## src/hw/rtl/escaped_utf8_decoder_top_defines.svh

```systemverilog
// assertion macros for the escaped utf-8 decoder
`ifndef ESCAPED_UTF8_DECODER_TOP_DEFINES_SVH
`define ESCAPED_UTF8_DECODER_TOP_DEFINES_SVH

`ifndef ASSERT_OFF
// checked from reset release onwards
`define ESCD_ASSERT(label, clk, rst_n, prop, msg) \
  label: assert property (@(posedge clk) disable iff (!rst_n) prop) else $error(msg);
// checked at every edge, reset included
`define ESCD_ASSERT_ALWAYS(label, clk, prop, msg) \
  label: assert property (@(posedge clk) prop) else $error(msg);
`else
`define ESCD_ASSERT(label, clk, rst_n, prop, msg)
`define ESCD_ASSERT_ALWAYS(label, clk, prop, msg)
`endif

`endif

```

## src/hw/rtl/escd_pkg.sv

```systemverilog
package escd_pkg;

  typedef enum logic [2:0] {
    PH_IDLE = 3'd0,
    PH_CONT = 3'd1,
    PH_ESC  = 3'd2,
    PH_HEX  = 3'd3,
    PH_HASH = 3'd4
  } phase_e;

  typedef enum logic [2:0] {
    ST_OK         = 3'd0,
    ST_BAD_UTF8   = 3'd1,
    ST_BAD_ESCAPE = 3'd2,
    ST_BAD_HEX    = 3'd3,
    ST_OPEN_HASH  = 3'd4,
    ST_HASH_CHAR  = 3'd5
  } status_e;

  typedef struct packed {
    logic        emit;
    logic [31:0] code_point;
    status_e     status;
  } res_t;

  localparam logic [31:0] SLASH_RESET = 32'd47;
  localparam logic [31:0] FNV_BASIS   = 32'h811C_9DC5;
  localparam logic [31:0] HASH_FLAG   = 32'h8000_0000;

  // escape and hash characters
  localparam logic [7:0] CH_NUL    = 8'h00;
  localparam logic [7:0] CH_DQUOTE = 8'h22;
  localparam logic [7:0] CH_SQUOTE = 8'h27;
  localparam logic [7:0] CH_LPAREN = 8'h28;
  localparam logic [7:0] CH_RPAREN = 8'h29;
  localparam logic [7:0] CH_SLASH  = 8'h2F;
  localparam logic [7:0] CH_ZERO   = 8'h30;
  localparam logic [7:0] CH_UPPER_U = 8'h55;
  localparam logic [7:0] CH_BSLASH = 8'h5C;
  localparam logic [7:0] CH_BTICK  = 8'h60;
  localparam logic [7:0] CH_A      = 8'h61;
  localparam logic [7:0] CH_B      = 8'h62;
  localparam logic [7:0] CH_F      = 8'h66;
  localparam logic [7:0] CH_N      = 8'h6E;
  localparam logic [7:0] CH_R      = 8'h72;
  localparam logic [7:0] CH_T      = 8'h74;
  localparam logic [7:0] CH_U      = 8'h75;
  localparam logic [7:0] CH_V      = 8'h76;
  localparam logic [7:0] CH_X      = 8'h78;
  localparam logic [7:0] CH_PRINT_LO = 8'h21;
  localparam logic [7:0] CH_PRINT_HI = 8'h7E;

  // {valid, value} of one hex digit, either letter case
  function automatic logic [4:0] hex_digit(input logic [7:0] b);
    logic [4:0] r;
    r = 5'd0;
    if (b >= 8'h30 && b <= 8'h39) begin
      r = {1'b1, b[3:0]};
    end else if ((b >= 8'h61 && b <= 8'h66) || (b >= 8'h41 && b <= 8'h46)) begin
      r = {1'b1, b[3:0] + 4'd9};
    end
    return r;
  endfunction

  // x * 16777619 = x * (2^24 + 256 + 128 + 16 + 2 + 1), mod 2^32
  function automatic logic [31:0] fnv_mul(input logic [31:0] x);
    return (x << 24) + (x << 8) + (x << 7) + (x << 4) + (x << 1) + x;
  endfunction

endpackage

```

## src/hw/rtl/escd_in_stage.sv

```systemverilog
module escd_in_stage
  import escd_pkg::*;
(
  input  logic       clk_i,
  input  logic       rst_ni,
  input  logic       valid_i,
  output logic       stall_o,
  input  logic [7:0] byte_i,
  input  logic       advance_i,
  output logic       full_o,
  output logic [7:0] byte_o
);

  logic       full_q, full_d;
  logic [7:0] byte_q;
  logic       take;

  assign stall_o = full_q & ~advance_i;
  assign take    = valid_i & ~stall_o;
  assign full_d  = take | (full_q & ~advance_i);

  always_ff @(posedge clk_i or negedge rst_ni) begin
    if (!rst_ni) begin
      full_q <= 1'b0;
    end else begin
      full_q <= full_d;
    end
  end

  always_ff @(posedge clk_i) begin
    if (take) begin
      byte_q <= byte_i;
    end
  end

  assign full_o = full_q;
  assign byte_o = byte_q;

endmodule

```

## src/hw/rtl/escd_decode.sv

```systemverilog
module escd_decode
  import escd_pkg::*;
(
  input  logic        clk_i,
  input  logic        rst_ni,
  input  logic        step_i,
  input  logic [7:0]  byte_i,
  input  logic [31:0] slash_code_i,
  output res_t        res_o,
  output phase_e      phase_o
);

  phase_e      phase_q, phase_d;
  logic [3:0]  digits_q, digits_d;
  logic [31:0] acc_q, acc_d;
  logic [3:0]  digits_dec;
  logic [4:0]  hexv;
  res_t        res;

  always_comb begin
    phase_d    = phase_q;
    digits_d   = digits_q;
    acc_d      = acc_q;
    res        = '{emit: 1'b0, code_point: 32'd0, status: ST_OK};
    digits_dec = digits_q - 4'd1;
    hexv       = hex_digit(byte_i);

    unique case (phase_q)
      PH_CONT: begin
        if (byte_i[7:6] != 2'b10) begin
          res.emit   = 1'b1;
          res.status = ST_BAD_UTF8;
        end else begin
          acc_d    = {acc_q[25:0], byte_i[5:0]};
          digits_d = digits_dec;
          if (digits_dec == 4'd0) begin
            res.emit       = 1'b1;
            res.code_point = acc_d;
          end
        end
      end

      PH_ESC: begin
        res.emit = 1'b1;
        unique case (byte_i)
          CH_SQUOTE, CH_DQUOTE, CH_BTICK, CH_BSLASH:
                     res.code_point = {24'd0, byte_i};
          CH_A:      res.code_point = 32'h07;
          CH_B:      res.code_point = 32'h08;
          CH_F:      res.code_point = 32'h0C;
          CH_N:      res.code_point = 32'h0A;
          CH_R:      res.code_point = 32'h0D;
          CH_T:      res.code_point = 32'h09;
          CH_V:      res.code_point = 32'h0B;
          CH_ZERO:   res.code_point = 32'h00;
          CH_SLASH:  res.code_point = slash_code_i;
          CH_X: begin
            res.emit = 1'b0;
            phase_d  = PH_HEX;
            digits_d = 4'd2;
            acc_d    = 32'd0;
          end
          CH_U: begin
            res.emit = 1'b0;
            phase_d  = PH_HEX;
            digits_d = 4'd4;
            acc_d    = 32'd0;
          end
          CH_UPPER_U: begin
            res.emit = 1'b0;
            phase_d  = PH_HEX;
            digits_d = 4'd8;
            acc_d    = 32'd0;
          end
          CH_LPAREN: begin
            res.emit = 1'b0;
            phase_d  = PH_HASH;
            digits_d = 4'd0;
            acc_d    = FNV_BASIS;
          end
          default:   res.status = ST_BAD_ESCAPE;
        endcase
      end

      PH_HEX: begin
        if (!hexv[4]) begin
          res.emit   = 1'b1;
          res.status = ST_BAD_HEX;
        end else begin
          acc_d    = {acc_q[27:0], hexv[3:0]};
          digits_d = digits_dec;
          if (digits_dec == 4'd0) begin
            res.emit       = 1'b1;
            res.code_point = acc_d;
          end
        end
      end

      PH_HASH: begin
        if (byte_i == CH_NUL) begin
          res.emit   = 1'b1;
          res.status = ST_OPEN_HASH;
        end else if (byte_i == CH_RPAREN) begin
          res.emit       = 1'b1;
          res.code_point = acc_q | HASH_FLAG;
        end else if (byte_i < CH_PRINT_LO || byte_i > CH_PRINT_HI || byte_i == CH_BSLASH) begin
          res.emit   = 1'b1;
          res.status = ST_HASH_CHAR;
        end else begin
          acc_d = fnv_mul(acc_q ^ {24'd0, byte_i});
        end
      end

      // idle, and the unused phase codes
      default: begin
        if (!byte_i[7]) begin
          if (byte_i == CH_BSLASH) begin
            phase_d  = PH_ESC;
            digits_d = 4'd0;
            acc_d    = 32'd0;
          end else begin
            res.emit       = 1'b1;
            res.code_point = {24'd0, byte_i};
          end
        end else if (byte_i[7:5] == 3'b110) begin
          phase_d  = PH_CONT;
          acc_d    = {27'd0, byte_i[4:0]};
          digits_d = 4'd1;
        end else if (byte_i[7:4] == 4'b1110) begin
          phase_d  = PH_CONT;
          acc_d    = {28'd0, byte_i[3:0]};
          digits_d = 4'd2;
        end else if (byte_i[7:3] == 5'b11110) begin
          phase_d  = PH_CONT;
          acc_d    = {29'd0, byte_i[2:0]};
          digits_d = 4'd3;
        end else begin
          res.emit   = 1'b1;
          res.status = ST_BAD_UTF8;
        end
      end
    endcase

    // any result, good or bad, ends the character
    if (res.emit) begin
      phase_d  = PH_IDLE;
      digits_d = 4'd0;
      acc_d    = 32'd0;
    end
  end

  always_ff @(posedge clk_i or negedge rst_ni) begin
    if (!rst_ni) begin
      phase_q  <= PH_IDLE;
      digits_q <= 4'd0;
      acc_q    <= 32'd0;
    end else if (step_i) begin
      phase_q  <= phase_d;
      digits_q <= digits_d;
      acc_q    <= acc_d;
    end
  end

  assign res_o   = res;
  assign phase_o = phase_q;

endmodule

```

## src/hw/rtl/escaped_utf8_decoder_top.sv

```systemverilog
// Escaped UTF-8 decoder: one source byte in per item, at most one code point out.
// Input channel: in_valid_i / in_stall_o with byte_in_i. Output channel:
// out_valid_o / out_stall_i with code_point_o and status_o (0 ok, else error
// code with code_point_o zero). An item moves on an edge with valid high and
// stall low.
// Bytes of a multi-byte character, an escape, hex digits or a hash sequence
// give no result until the character completes or fails.
// A byte goes into the input register and is decoded there against the character
// state. Any result is loaded into the output register when the decoder advances,
// which waits while a held result is stalled.
// Throughput is one byte per cycle while out_stall_i stays low: the decode path
// is a single pass; its longest leg is the FNV-1a constant multiply done as a shift-add.
// When the receiver stalls a held result, the input register keeps at most one
// byte and then in_stall_o rises until the result is taken.
// Reset empties both registers, returns to idle and sets slash_code to 47.
// cfg_we_i / cfg_data_i write slash_code; write only while idle.
`include "escaped_utf8_decoder_top_defines.svh"

module escaped_utf8_decoder_top
  import escd_pkg::*;
(
  input  logic        clk_i,
  input  logic        rst_ni,
  input  logic        in_valid_i,
  output logic        in_stall_o,
  input  logic [7:0]  byte_in_i,
  output logic        out_valid_o,
  input  logic        out_stall_i,
  output logic [31:0] code_point_o,
  output logic [2:0]  status_o,
  input  logic        cfg_we_i,
  input  logic [31:0] cfg_data_i
);

  logic        in_full;
  logic [7:0]  in_byte;
  logic        advance;
  logic [31:0] slash_code_q;
  res_t        res;
  phase_e      phase;

  logic        out_valid_q, out_valid_d;
  logic [31:0] out_cp_q;
  status_e     out_st_q;
  logic        load_out;

  // decode only when the output register can take whatever comes out
  assign advance  = in_full & (~out_valid_q | ~out_stall_i);
  assign load_out = advance & res.emit;

  escd_in_stage u_in_stage (
    .clk_i     (clk_i),
    .rst_ni    (rst_ni),
    .valid_i   (in_valid_i),
    .stall_o   (in_stall_o),
    .byte_i    (byte_in_i),
    .advance_i (advance),
    .full_o    (in_full),
    .byte_o    (in_byte)
  );

  escd_decode u_decode (
    .clk_i        (clk_i),
    .rst_ni       (rst_ni),
    .step_i       (advance),
    .byte_i       (in_byte),
    .slash_code_i (slash_code_q),
    .res_o        (res),
    .phase_o      (phase)
  );

  always_ff @(posedge clk_i or negedge rst_ni) begin
    if (!rst_ni) begin
      slash_code_q <= SLASH_RESET;
    end else if (cfg_we_i) begin
      slash_code_q <= cfg_data_i;
    end
  end

  assign out_valid_d = load_out | (out_valid_q & out_stall_i);

  always_ff @(posedge clk_i or negedge rst_ni) begin
    if (!rst_ni) begin
      out_valid_q <= 1'b0;
    end else begin
      out_valid_q <= out_valid_d;
    end
  end

  always_ff @(posedge clk_i) begin
    if (load_out) begin
      out_cp_q <= res.code_point;
      out_st_q <= res.status;
    end
  end

  assign out_valid_o  = out_valid_q;
  assign code_point_o = out_cp_q;
  assign status_o     = out_st_q;

  `ESCD_ASSERT(a_err_zero_cp, clk_i, rst_ni, (out_valid_o && status_o != ST_OK) |-> (code_point_o == 32'd0), "error item carries a nonzero code point")
  `ESCD_ASSERT(a_emit_to_idle, clk_i, rst_ni, load_out |=> (phase == PH_IDLE), "decoder not idle after a result")
  `ESCD_ASSERT(a_status_range, clk_i, rst_ni, out_valid_o |-> (status_o <= ST_HASH_CHAR), "status code out of range")
  `ESCD_ASSERT_ALWAYS(a_stall_only_full, clk_i, in_stall_o |-> in_full, "input stalled with an empty input register")

endmodule
```

## config.mk

```make
export PLATFORM = sky130hd
export DESIGN_NAME = escaped_utf8_decoder_top
export DESIGN_NICKNAME = d
export VERILOG_FILES = /design/src/hw/rtl/escd_pkg.sv /design/src/hw/rtl/escd_in_stage.sv /design/src/hw/rtl/escd_decode.sv /design/src/hw/rtl/escaped_utf8_decoder_top.sv
export VERILOG_INCLUDE_DIRS = /design/src /design/src/hw/rtl
export SDC_FILE = /design/constraint.sdc
export NUM_CORES = 1
export LEC_CHECK = 0
export BUFFER_PORTS_ARGS = -buffer_cell sky130_fd_sc_hd__buf_2
export CAP_MARGIN = 10
export CORE_MARGIN = 3
export CORE_UTILIZATION = 60
export CTS_BUF_LIST = sky130_fd_sc_hd__clkbuf_2
export CTS_CLUSTER_SIZE = 20
export DETAILED_ROUTE_END_ITERATION = 10
export HOLD_SLACK_MARGIN = 0.06
export PLACE_DENSITY = 0.85
export SLEW_MARGIN = 20
export SYNTH_ARGS = -nofsm -noshare
export SYNTH_HDL_FRONTEND = slang
export SYNTH_SLANG_ARGS = --single-unit
```

## constraint.sdc

```tcl
create_clock -name clk_i -period 13.8 [get_ports clk_i]
set_clock_uncertainty 0.15 [all_clocks]
set_input_delay 0.69 -clock clk_i [delete_from_list [all_inputs] [get_ports clk_i]]
set_output_delay 0.69 -clock clk_i [all_outputs]
set_load 0.1 [all_outputs]
```

==> results.toml, run 1 <==
[outcome]
status = "finished clean"

[global_route]
overflow = 0
grt_pass1_vias = 8800
grt_max_degree = 73
grt_pass1_wl_um = 45600
antenna_found_initial = 0
track_usage_pct = 31.6

[cts]
clockBufferDepth = 2
cts_tree = "built"
cts_resized = 0
cts_buffers = 17
cts_num_sinks = 115
cts_setup_buffers = 0
htree_levels = 4
clk_latency_ns = 0.71
postCtsHoldBufs = 15
cts_root_buf = "clkbuf_2"
clk_pin_slew_ns = 0.20

[detailed_routing]
wl_um = 30600
vias = 9077
via_per_inst = 6.55
drc_errors = 0
first_pass_iters = 8
detail_route.wl_per_cell_um = 22.1
drtIter0Drc = 1361
postRouteAntennaNets = 0

[synthesis]
synth_cell_types = 74
syn_area_mm2 = 0.0101
synthArstFlopShare_pct = 62.6
synth-edff-count = 43
synth.avg_cell_area_um2 = 9.48
yosys_most_used_dff = "dfrtp_1"
synthCells = 1070
ys_warn_count = 0
yosysSeqAreaShare_pct = 30.5
syn_nets = 1249
ys_ff_latch = 115

[pwr]
ir_drop_mv = 0.172
switching_share_pct = 52.6
p_leak_nw = 4.99
combPwrFrac_pct = 63.1
clkPwrFrac_pct = 14.3
p_total_mw = 2.03
seqPwrFrac_pct = 22.6
power_density_mw_per_mm2 = 179
p_int_mw = 0.961
switching_power_mw = 1.07

[job]
cap_viol_max_count = 0

[sta]
slew_headroom_pct = 20.6
max_slew.worst_pin.slew_ns = 1.19
maxSlewViolCount = 0
finalCritPeriodShare_pct = 41.3
fin_setup_tns_ns = 0
setup_viol = 0
rsz0062_at_grt = "false"
fmax_ghz = 0.175
hold_viol_final = 0
period_needed_ns = 5.70

[floorplan]
rows = 46
core_mm2 = 0.0162
initial_core_util_pct = 62.5
dieArea_mm2 = 0.0185
die_w_um = 136
chipHeight_um = 136
pin_count = 82

[critical_path]
cp_slowest_cell = "or4b_2"
max_stage_delay_ns = 0.65
critical_path_class = "flop to flop"
start_kind = "flop"
cp.required_ns = 14.24
path_cells = "buf_4, xnor2_1, clkinv_1, xnor2_1, ha_1, inv_1, fa_1, fa_1, inv_1, ha_1, and2_1, nand3_1, a21oi_1, nor2_1, or4b_2, nand3_1, xor2_1, a21oi_1, o31ai_1"
worstPathArrival_ns = 6.14
cp_max_fo = 23
end_kind = "flop"
r2r_slack_ns = 8.10

[placement]
dp_cells = 1313
port_buffers = 81
hpwl_um = 20700
place.gp.congestion = 0.965

[final_layout]
antennaDiodeCount = 0
area_growth_pct = 11.8
drive_gt1_share_pct = 15.2
nets = 1335
final_cells = 1385

[worst_hold_path]
hold_class = "input port to flop"
[critical path, delay by kind of cell, from the launching register on]
| kind | cells | cell delay, ns |
|---|---|---|
| AND/OR/NAND/NOR | 5 | 1.19 |
| adder cells (fa/ha/maj) | 4 | 1.59 |
| AO/OA/AOI/OAI | 3 | 0.63 |
| buffers and inverters | 4 | 0.72 |
| flip-flops | 1 | 0.40 |
| XOR/XNOR | 3 | 0.92 |
[final timing paths]
kind,from,endpoint,depth (start not counted)
max reg2reg,u_in_stage.byte_o[2],u_decode.acc_q[19],19
max in group asynchronous,rst_ni,slash_code_q[17],2
min reg2reg,slash_code_q[6],slash_code_q[6],1
max,u_in_stage.byte_o[2],u_decode.acc_q[19],19
min in group asynchronous,rst_ni,u_decode.digits_q[1],2
min,cfg_data_i[5],slash_code_q[5],2
[power groups by stage]
stage	logic, mW	registers (mW)	clock network [mW]
2_1_floorplan	0.779	0.615	0
3_3_place_gp	1.22	0.459	0
3_5_place_dp	1.24	0.461	0
4_1_cts	1.26	0.454	0.282
5_1_grt	1.40	0.461	0.300
6_report	1.28	0.457	0.290
[cell usage in the layout, fill, tap and decap left out, types with 7 or more instances in the layout]
| master | Yosys | routed |
|---|---|---|
| buf_2 | 8 | 80 |
| o21bai_1 | 7 | 7 |
| o21ai_0 | 41 | 41 |
| and3_1 | 7 | 7 |
| dlygate4sd3_1 | 0 | 40 |
| fa_1 | 65 | 65 |
| o211ai_1 | 7 | 7 |
| nor3_1 | 8 | 8 |
| o21ai_1 | 21 | 21 |
| nand2_1 | 106 | 106 |
| a31oi_1 | 8 | 8 |
| mux2_2 | 32 | 32 |
| a222oi_1 | 22 | 22 |
| nand3_1 | 22 | 22 |
| edfxtp_1 | 43 | 43 |
| nor2_1 | 37 | 35 |
| dfrtp_1 | 67 | 67 |
| xor2_1 | 17 | 17 |
| ha_1 | 69 | 69 |
| nand2b_1 | 9 | 9 |
| inv_1 | 141 | 141 |
| a22o_1 | 14 | 14 |
| a21oi_1 | 45 | 45 |
| a21o_1 | 13 | 13 |
| nor2b_1 | 13 | 13 |
| o22ai_1 | 9 | 9 |
| clkbuf_2 | 1 | 17 |
| o221ai_1 | 14 | 14 |
| mux2i_1 | 25 | 25 |
| xnor2_1 | 41 | 41 |
| and2_1 | 8 | 7 |
| buf_4 | 2 | 10 |
[through the flow]
stage,utilization (%),setup slack (ns),hold WS [ns],instance area [um2]
floorplan,-,8.76,0.244,10100
detailed placement,65.6,8.23,0.345,10600
global route,69.9,7.77,0.0650,11300
finish,69.9,8.10,0.105,11300
global placement,65.6,8.32,0.339,10600
CTS,68.4,8.18,0.0604,11100
[synth_stat cells, types with 6 or more instances]
master | count | area, um2
and3_1 | 7 | 43.8
o21bai_1 | 7 | 52.6
xor2_1 | 17 | 149
nor2_1 | 37 | 139
o21ai_0 | 41 | 205
xnor2_1 | 41 | 359
a211oi_1 | 6 | 45.0
a21oi_1 | 45 | 225
and2_1 | 8 | 50.1
a22o_1 | 14 | 123
a222oi_1 | 22 | 220
mux2_2 | 32 | 360
nand2b_1 | 9 | 56.3
inv_1 | 141 | 529
buf_1 | 8 | 30.0
o21ai_1 | 21 | 105
a31oi_1 | 8 | 50.1
o221ai_1 | 14 | 123
ha_1 | 69 | 863
nand3_1 | 22 | 110
o22ai_1 | 9 | 56.3
fa_1 | 65 | 1300
nand2_1 | 106 | 398
nor4_1 | 6 | 37.5
nor3_1 | 8 | 40.0
a21o_1 | 13 | 97.6
mux2i_1 | 25 | 250
edfxtp_1 | 43 | 1290
nor2b_1 | 13 | 81.3
o211ai_1 | 7 | 52.6
clkbuf_1 | 43 | 161
dfrtp_1 | 67 | 1680
buf_2 | 8 | 40.0
[flip-flops by register name, indices dropped and copies added (netlist names)]
name / flops
code_point_o: 32
out_valid_o: 1
slash_code_q: 32
status_o: 3
u_decode.acc_q: 31
u_decode.digits_q: 4
u_decode.phase_o: 3
u_in_stage.byte_o: 8
u_in_stage.full_o: 1
[per-layer routing]
layer  part of all wire (%)  vias to the layer above  routed length [um]  track usage, %
met5                      0                        -                   0               0
met2                     48                      694               14800            52.0
met1                     35                     4262               10800            40.3
met3                     11                      172                3230            7.07
li1                       -                     3949                   -               -
met4                    5.6                        0                1710            13.3
[cells by family (layout without fill, tap and decap cells)]
group	Yosys count	count (layout)	synth area share [%]
buffers and inverters	207	306	7.92
DFF	115	115	30.5
AOI/OAI and AO/OA	255	255	17.5
adders and majority gates	134	134	21.3
and+or+nand+nor	244	244	11.7
muxes	57	57	6.02
xor gates and xnor gates	58	58	5.01
[area by class of cell]
| cell class | instances | area (um2) |
|---|---|---|
| fillers | 1157 | 4880 |
| flip-flops and latches | 115 | 3100 |
| well taps | 216 | 270 |
| clock inverters | 15 | 219 |
| clock buffers | 17 | 85.1 |
| repair buffers | 130 | 876 |
| inverters | 144 | 541 |
| multi-input cells | 748 | 6260 |
Power figures use the tool's default switching activity.
==> run 2, diff against run 1 <==
--- a/config.mk
+++ b/config.mk
@@ -6,15 +6,16 @@
 export SDC_FILE = /design/constraint.sdc
 export NUM_CORES = 1
 export LEC_CHECK = 0
+export ABC_AREA = 1
 export BUFFER_PORTS_ARGS = -buffer_cell sky130_fd_sc_hd__buf_2
 export CAP_MARGIN = 10
 export CORE_MARGIN = 3
-export CORE_UTILIZATION = 60
+export CORE_UTILIZATION = 57
 export CTS_BUF_LIST = sky130_fd_sc_hd__clkbuf_2
 export CTS_CLUSTER_SIZE = 20
 export DETAILED_ROUTE_END_ITERATION = 10
 export HOLD_SLACK_MARGIN = 0.06
-export PLACE_DENSITY = 0.85
+export PLACE_DENSITY = 0.84
 export SLEW_MARGIN = 20
 export SYNTH_ARGS = -nofsm -noshare
 export SYNTH_HDL_FRONTEND = slang
==> constraint.sdc (replaced) <==
create_clock -name clk_i -period 4.7 [get_ports clk_i]
set_clock_uncertainty 0.15 [all_clocks]
set_input_delay 0.235 -clock clk_i [delete_from_list [all_inputs] [get_ports clk_i]]
set_output_delay 0.235 -clock clk_i [all_outputs]
set_load 0.1 [all_outputs]
==> run 2 against run 1 <==
Final cell count is 33% higher. Setup slack lost 7.9 ns. First-iteration DRC count increased by 23%. Highest routed layer unchanged.
==> results.toml, run 2 <==
[synthesis]
yosys_most_used_dff = "dfrtp_1"
syn_area_mm2 = 0.0108
ys_warn_count = 0
synth-edff-count = 43
synth_top_area_share_pct = 15.5
syn_nets = 1586
ys_top_cells_by_count = "nand2_1 (319), inv_1 (235), nor2_1 (113)"
synthArstFlopShare_pct = 62.6
synth.avg_cell_area_um2 = 7.70
yosysMostFrequentCell = "nand2_1"
synth_area_leaders = "dfrtp_1 (15%), fa_1 (12%), edfxtp_1 (12%)"
yosysSeqAreaShare_pct = 28.6
synth_top_area_cell = "dfrtp_1"
ys_ff_latch = 115
synthCells = 1407
synth_cell_types = 53

[global_route]
grt_max_degree = 47
track_usage_pct = 38.8
overflow = 0
grt_pass1_wl_um = 61700
antenna_found_initial = 2
grt_pass1_vias = 11356

[critical_path]
r2r-start = "u_decode.acc_q[13]"
r2r_slack_ns = 0.24
critical_path_class = "flop to flop"
rr_worst_depth = 17
start_kind = "flop"
cp_max_fo = 6
worstPathArrival_ns = 4.98
end_kind = "flop"
cp.required_ns = 5.22
timing.rr.end = "u_decode.acc_q[21]"

[floorplan]
core_mm2 = 0.0183
rows = 49
dieArea_mm2 = 0.0207
chipHeight_um = 144
initial_core_util_pct = 59.1
die_w_um = 144
pin_count = 82

[cts]
cts_buffers = 17
cts_tree = "built"
htree_levels = 4
clk_latency_ns = 0.78
cts_root_buf = "clkbuf_2"
clockBufferDepth = 2
clk_pin_slew_ns = 0.24
cts_num_sinks = 115

[worst_hold_path]
whs_endpoint = "u_in_stage.byte_o[4]"
hold_class = "input port to flop"
hold_start = "byte_in_i[4]"
min_path_cells = 2

[placement]
post-place-ws_ns = 0.270
place.gp.congestion = 1.01
hpwl_um = 26300
port_buffers = 81

[detailed_routing]
drtIter0Drc = 1678
via_per_inst = 6.26
postRouteAntennaNets = 0
first_pass_iters = 8
drc_errors = 0
vias = 11526
wl_um = 39100
detail_route.wl_per_cell_um = 21.2

[sta]
max_slew.worst_pin.slew_ns = 1.15
holdWs_ns = 0.0642
period_needed_ns = 4.46
layout_setup_ws_ns = 0.239
finalCritPeriodShare_pct = 94.9
fin_setup_tns_ns = 0
maxSlewViolCount = 0
hold_viol_final = 0
slew_headroom_pct = 23.5
setup_viol = 0
fmax_ghz = 0.224
rsz0062_at_grt = "false"

[outcome]
status = "finished clean"

[final_layout]
final_cell_mix = "nand2_1 (318), inv_1 (235), nor2_1 (111)"
filler_cell_count = 1378
area_growth_pct = 18.4
drive_gt1_share_pct = 14.4
layout_commonest_cell = "nand2_1"
nets = 1776

[pwr]
power_density_mw_per_mm2 = 490
p_leak_nw = 6.17
ir_drop_mv = 0.431

[job]
cap_viol_max_count = 0
run 2: cell count changes after synthesis, sizes merged, moves of 14 or more:
cell / before / now
nor2: 38 / 123
nand3: 22 / 112
a22o: 14 / 0
a21oi: 45 / 62
xnor2: 41 / 12
inv: 142 / 247
nand2: 107 / 330
a222oi: 22 / 0
nand4: 5 / 27
clkbuf: 44 / 18
o2111ai: 2 / 25
mux2i: 25 / 0
run 2: timing repair:
action	4_1_cts	5_1_grt
buffers inserted	0	2
hold endpoints to repair	122	0
setup endpoints to repair	0	18
resized for setup	0	7
hold buffers	95	0
run 2: cell type report:
class | count | area (um2) | area share (%)
tap | 229 | 287 | 2.23
inverter | 248 | 933 | 7.27
clock inverter | 15 | 166 | 1.30
timing repair buffer | 208 | 1620 | 12.6
multi-input combinational | 1007 | 6650 | 51.8
clock buffer | 17 | 85.1 | 0.663
sequential | 115 | 3100 | 24.1
antenna | 1 | 2.50 | 0.0195
run 2: cell families (layout without fill, tap and decap cells):
family / after synthesis / after routing / synth area share [%]
AO/OA/AOI/OAI: 183 / 183 / 10.1
flip-flops: 115 / 115 / 28.6
buffers and inverters: 285 / 488 / 10.3
AND/OR/NAND/NOR: 631 / 631 / 25.6
other: 0 / 1 / 0
XOR/XNOR: 31 / 31 / 2.50
multiplexers: 28 / 28 / 2.91
adder cells (fa/ha/maj): 134 / 134 / 20.0
run 2: power breakdown:
part	total, mW	switching, mW	internal (mW)
logic	4.20	2.94	1.25
registers	1.34	0.106	1.23
clock network	0.756	0.495	0.261
total	6.29	3.54	2.75
run 2: layer usage:
metal / wire, um / up-vias / global-route usage (%)
li1: - / 4975 / -
met3: 6060 / 216 / 13.4
met2: 16300 / 1015 / 56.5
met5: 0 / - / 0
met4: 2020 / 0 / 15.7
met1: 14700 / 5320 / 53.3
run 2: how the worst max path moves through the flow:
stage	from	end	slack, ns
finish	u_decode.acc_q[13]	u_decode.acc_q[21]	0.24
global route	u_in_stage.byte_o[3]	u_decode.acc_q[19]	0.01
CTS	u_in_stage.byte_o[6]	u_decode.acc_q[19]	0.23
detailed placement	u_in_stage.byte_o[6]	u_decode.acc_q[16]	0.27
global placement	u_in_stage.byte_o[6]	u_decode.acc_q[28]	0.39
floorplan	u_in_stage.byte_o[4]	u_decode.acc_q[30]	0.41
run 2: critical path, cell delays in order (launching register included):
cell,delay [ns]
dfrtp_1,0.60
inv_1,0.23
fa_1,0.53
fa_1,0.53
fa_1,0.56
inv_1,0.05
ha_1,0.36
nand2_1,0.14
nor2_1,0.20
inv_1,0.09
nor2_1,0.13
nand4_1,0.13
nand3_1,0.11
nand2_1,0.05
nand3_1,0.20
nand2_1,0.13
nand2_1,0.10
o21ai_1,0.09
run 2: per-stage QoR:
stage	instances	instance area [um2]	power, mW	util [%]
after floorplan	1407	10800	4.33	-
after global placement	1710	11600	5.20	63.2
after detailed placement	1710	11600	5.27	63.2
after CTS	1837	12800	6.09	69.8
after global routing	1840	12800	6.76	70.0
final	1840	12800	6.29	70.0
